$ cat src/design/gmwl_pkg.sv
// ----------------------------------------------------------------------------
// gmwl_pkg
// shared widths, limits and codes for the grid mesh warp lookup
// ----------------------------------------------------------------------------
package gmwl_pkg;

  localparam int MAX_COLUMNS = 64;
  localparam int MAX_ROWS    = 64;

  localparam int COORD_W  = 24;
  localparam int SPAN_W   = COORD_W + 1;
  localparam int FRAC_W   = 16;
  localparam int CNT_W    = 7;
  localparam int CELL_W   = $clog2((MAX_COLUMNS > MAX_ROWS) ? MAX_COLUMNS : MAX_ROWS);
  localparam int QUO_W    = CELL_W + FRAC_W;
  localparam int STORE_AW = 12;

  localparam int IN_TDATA_W  = ((STORE_AW + 6 * COORD_W + 7) / 8) * 8;
  localparam int OUT_TDATA_W = ((2 * COORD_W + 7) / 8) * 8;

  localparam int CFG_IDX_W = 1;
  localparam logic [CFG_IDX_W-1:0] CFG_COLUMNS = CFG_IDX_W'(0);
  localparam logic [CFG_IDX_W-1:0] CFG_ROWS    = CFG_IDX_W'(1);

  localparam logic MODE_LOAD  = 1'b0;
  localparam logic MODE_QUERY = 1'b1;

endpackage

$ cat src/design/gmwl_div.sv
// ----------------------------------------------------------------------------
// gmwl_div
// pipelined restoring divider, one quotient bit per stage
// ----------------------------------------------------------------------------
module gmwl_div (
  input  logic                        clk,
  input  logic                        en,
  input  logic [gmwl_pkg::SPAN_W-1:0] rem_in,
  input  logic [gmwl_pkg::QUO_W-1:0]  bits_in,
  input  logic [gmwl_pkg::SPAN_W-1:0] dsr_in,
  output logic [gmwl_pkg::QUO_W-1:0]  quo_out
);

  localparam int SW = gmwl_pkg::SPAN_W;
  localparam int QW = gmwl_pkg::QUO_W;

  logic [SW-1:0] rem_r  [QW];
  logic [QW-1:0] bits_r [QW];
  logic [SW-1:0] dsr_r  [QW];
  logic [QW-1:0] quo_r  [QW];

  logic [SW-1:0] rem_src  [QW];
  logic [QW-1:0] bits_src [QW];
  logic [SW-1:0] dsr_src  [QW];
  logic [QW-1:0] quo_src  [QW];
  logic [SW:0]   trial    [QW];
  logic [SW:0]   diff     [QW];
  logic          ge       [QW];
  logic [SW-1:0] rem_nxt  [QW];
  logic [QW-1:0] bits_nxt [QW];
  logic [QW-1:0] quo_nxt  [QW];

  always_comb begin
    rem_src[0]  = rem_in;
    bits_src[0] = bits_in;
    dsr_src[0]  = dsr_in;
    quo_src[0]  = '0;
    for (int k = 1; k < QW; k++) begin
      rem_src[k]  = rem_r[k-1];
      bits_src[k] = bits_r[k-1];
      dsr_src[k]  = dsr_r[k-1];
      quo_src[k]  = quo_r[k-1];
    end
    for (int k = 0; k < QW; k++) begin
      trial[k]    = {rem_src[k], bits_src[k][QW-1]};
      diff[k]     = trial[k] - {1'b0, dsr_src[k]};
      ge[k]       = trial[k] >= {1'b0, dsr_src[k]};
      rem_nxt[k]  = ge[k] ? diff[k][SW-1:0] : trial[k][SW-1:0];
      bits_nxt[k] = {bits_src[k][QW-2:0], 1'b0};
      quo_nxt[k]  = {quo_src[k][QW-2:0], ge[k]};
    end
  end

  always_ff @(posedge clk) begin
    if (en) begin
      for (int k = 0; k < QW; k++) begin
        rem_r[k]  <= rem_nxt[k];
        bits_r[k] <= bits_nxt[k];
        dsr_r[k]  <= dsr_src[k];
        quo_r[k]  <= quo_nxt[k];
      end
    end
  end

  assign quo_out = quo_r[QW-1];

endmodule
$ cat config.mk
export PLATFORM = sky130hd
export DESIGN_NAME = gmwl_div
export DESIGN_NICKNAME = d
export VERILOG_FILES = /design/src/design/gmwl_pkg.sv /design/src/design/gmwl_div.sv
export SDC_FILE = /design/constraint.sdc
export NUM_CORES = 2
export LEC_CHECK = 0
export ABC_AREA = 0
export BUFFER_PORTS_ARGS = -buffer_cell sky130_fd_sc_hd__buf_2
export CORE_MARGIN = 2
export CORE_UTILIZATION = 35
export DETAILED_ROUTE_END_ITERATION = 8
export GPL_TIMING_DRIVEN = 0
export SLEW_MARGIN = 20
export SYNTH_ARGS = -nofsm -noshare
export SYNTH_HDL_FRONTEND = slang
export SYNTH_SLANG_ARGS = --single-unit
$ cat constraint.sdc
create_clock -name clk -period 11.6 [get_ports clk]
set_clock_uncertainty 0.15 [all_clocks]
set_input_delay 2.9 -clock clk [delete_from_list [all_inputs] [get_ports clk]]
set_output_delay 2.9 -clock clk [all_outputs]
set_load 0.05 [all_outputs]
==> impl_metrics.py <==
metrics = {
    "run_status": {
        "status": "finished, final reports clean",
    },
    "drt": {
        "first_iter_violations": 3305,
        "drtPass1Iterations": 6,
        "wl_per_cell_um": 18.03,
        "vias": 52376,
        "drt.antenna.violating_nets": 0,
        "viasPerCell": 5.113,
        "drc": 0,
        "wl_um": 184700,
    },
    "cts": {
        "cts_tree": "done",
        "htree_levels": 4,
        "post-cts-setup-buffers": 0,
        "cts.sinks": 1534,
        "cts_buffers": 175,
        "holdBufCountCts": 0,
        "path_clk_slew_ps": 60,
        "clock_latency_ps": 840,
        "cts_resized": 0,
        "cts_root_buf": "clkbuf_16",
        "clk_path_buf_depth": 3,
    },
    "timing": {
        "hold_violations": 0,
        "tightestPinTransition_ps": 1027,
        "finalCritPeriodShare_pct": 56.67,
        "max_freq_mhz": 152.1,
        "rsz0062_at_grt": "no",
        "fin_tns_setup_ps": 0,
        "period_minus_slack_ps": 6573,
        "finalSetupViolCount": 0,
        "slew_viol_final": 0,
        "maxSlewHeadroom_pct": 31.21,
    },
    "floorplan": {
        "core_um2": 230300,
        "io_pins": 96,
        "dieArea_um2": 236100,
        "die_w_um": 485.9,
        "row_count": 176,
        "fp.dieH_um": 485.9,
        "initial_core_util_pct": 35.28,
    },
    "pwr": {
        "pwr-share-seq_pct": 34.8,
        "swShare_pct": 37.41,
        "pwr-share-comb_pct": 43.6,
        "p_leak_nw": 36.06,
        "switchingPower_mw": 9.456,
        "max-vdd-ir-drop_v": 0.0001317,
        "power.density_nw_per_um2": 276.0,
        "internal_power_mw": 15.82,
        "p_clk_share_pct": 21.5,
    },
    "synth": {
        "syn_inst": 6787,
        "ys_seq_area_share_pct": 56.68,
        "synth_edf_count": 1534,
        "synth_warnings": 0,
        "synth_seq_cells": 1534,
        "synthArstFlopShare_pct": 0,
        "synth_nets": 7432,
        "ys.flop_type": "edfxtp_1",
        "syn_avg_cell_area_um2": 11.97,
        "netlist_area_um2": 81270,
        "yosysUniqueCellTypes": 101,
    },
    "finish": {
        "final_cell_mix": "1534 x edfxtp_1, 701 x inv_1, 550 x ha_1",
        "seq_area_um2": 46060,
        "multiInputGateArea_um2": 31950,
        "drive_gt1_share_pct": 9.882,
        "fin_nets": 7716,
        "syn_to_final_growth_pct": 12.71,
        "final_common_cell": "edfxtp_1",
        "stdcell_area_um2": 91600,
        "n_fill_cell": 21748,
    },
    "global_route": {
        "grt_usage_pct": 15.38,
        "grt_max_degree": 151,
        "grt_pass1_vias": 51850,
        "grt_antenna_before_repair": 2,
        "grt_first_pass_wirelength_um": 288600,
        "grt_overflow": 0,
    },
    "place": {
        "gp_congestion": 0.9200,
        "postPlaceCellArea_um2": 85880,
        "dp_hpwl_um": 138200,
        "io_buffers": 95,
    },
    "setup_path": {
        "start_kind": "input pin",
        "arrival_ps": 6970,
        "required_ps": 11990,
        "critical_path_class": "input pin to flop",
        "critPathMaxFanout": 10,
        "end_kind": "flop",
    },
    "hold_path": {
        "min_path_type": "flop to flop",
    },
    "flow_run": {
        "drv_cap": 0,
    },
}
## power groups by stage
stage	Combinational [mW]	Sequential (mW)	Clock, mW
after global routing	12.2	8.93	5.86
final	11.0	8.81	5.44
after CTS	11.0	8.80	5.65
after floorplan	8.26	8.48	0
after detailed placement	10.9	8.90	0
after global placement	10.7	9.15	0
## worst paths after layout
kind | start | endpoint | slack (ps) | depth (start not counted)
setup / recovery | bits_in[21] | rem_r[0][21] | 5030 | 13
setup reg to reg | bits_r[1][20] | rem_r[1][44] | 6660 | 13
hold reg to reg | bits_r[1][103] | bits_r[1][125] | 250 | 0
hold / removal | bits_r[1][103] | bits_r[1][125] | 250 | 0
## registers in the layout (all words and copies together), names as in the netlist
| register | count |
|---|---|
| bits_r | 231 |
| quo_r | 253 |
| rem_r | 525 |
| dsr_r | 525 |
## final cells by class
class	count	area share, %
sequential	1534	50.29
clock buffer	204	4.946
buffer	151	0.6871
clock inverter	117	1.288
antenna	2	0.005464
tap	3026	4.133
timing repair buffer	107	0.8961
inverter	702	2.877
multi-input combinational	4400	34.88
## synthesized netlist by cell type, types with 20 or more instances
master    number  area share [%]
or3_1         25            0.19
inv_1        701             3.2
xnor2_1      262             2.8
mux2_1        20            0.28
ha_1         550             8.5
clkbuf_1     114            0.53
a21o_1       239             2.2
nand2_1      399             1.8
and3_1        45            0.35
fa_1          21            0.52
o21a_1        72            0.67
nand2b_1      63            0.48
o21bai_1      64            0.59
nor3_1        88            0.54
o21ai_0      347             2.1
and2_1        36            0.28
a211oi_1      51            0.47
o211ai_1      37            0.34
a21oi_1      539             3.3
nand3_1      114            0.70
a31oi_1       56            0.43
nor2b_1       63            0.48
nor4_1        25            0.19
buf_2         25            0.15
nor2_1       384             1.8
edfxtp_1    1534              57
xor2_1       140             1.5
o31ai_1       39            0.36
mux2i_1       21            0.26
mux2_2       253             3.5
nand4_1       95            0.73
## per-stage QoR
step                      hold slack (ps)  std cells  util (%)  worst slack (ps)  power [mW]
after CTS                           256.6      10241     39.76              4998       25.41
final                               252.7      10243     39.77              5027       25.28
after floorplan                     250.3       6787         -              5729       16.74
after global placement              250.2       9908     37.13            -16860       19.90
after detailed placement            254.5       9920     37.29              4077       19.76
after global routing                260.0      10242     39.77              4722       27.02
## kinds of logic after synthesis
kind of cell | Yosys count | synth area share [%]
flops | 1534 | 56.68
xor+xnor | 402 | 4.332
simple gates | 1421 | 8.386
buf+inv | 853 | 4.017
mux | 294 | 4.041
fa+ha+maj | 571 | 8.985
compound gates | 1712 | 13.56
## worst max-delay path, cell delays in order
cell       delay (ps)
buf_2             110
inv_1              50
ha_1              170
inv_1              60
fa_1              400
a21o_1            200
a221oi_1          520
a221oi_1          320
a2111oi_0         840
o211ai_1          600
clkbuf_1          450
o311ai_0          190
o22ai_1           140
## per-layer routing
| metal | up-vias | routed length [um] | GRT usage (%) |
|---|---|---|---|
| met1 | 25003 | 84810 | 20.44 |
| met3 | 352 | 9254 | 2.883 |
| met2 | 1190 | 84160 | 24.86 |
| met5 | - | 0 | 0 |
| li1 | 25831 | - | - |
| met4 | 0 | 6467 | 5.892 |
(Power assumes the default switching activity.)
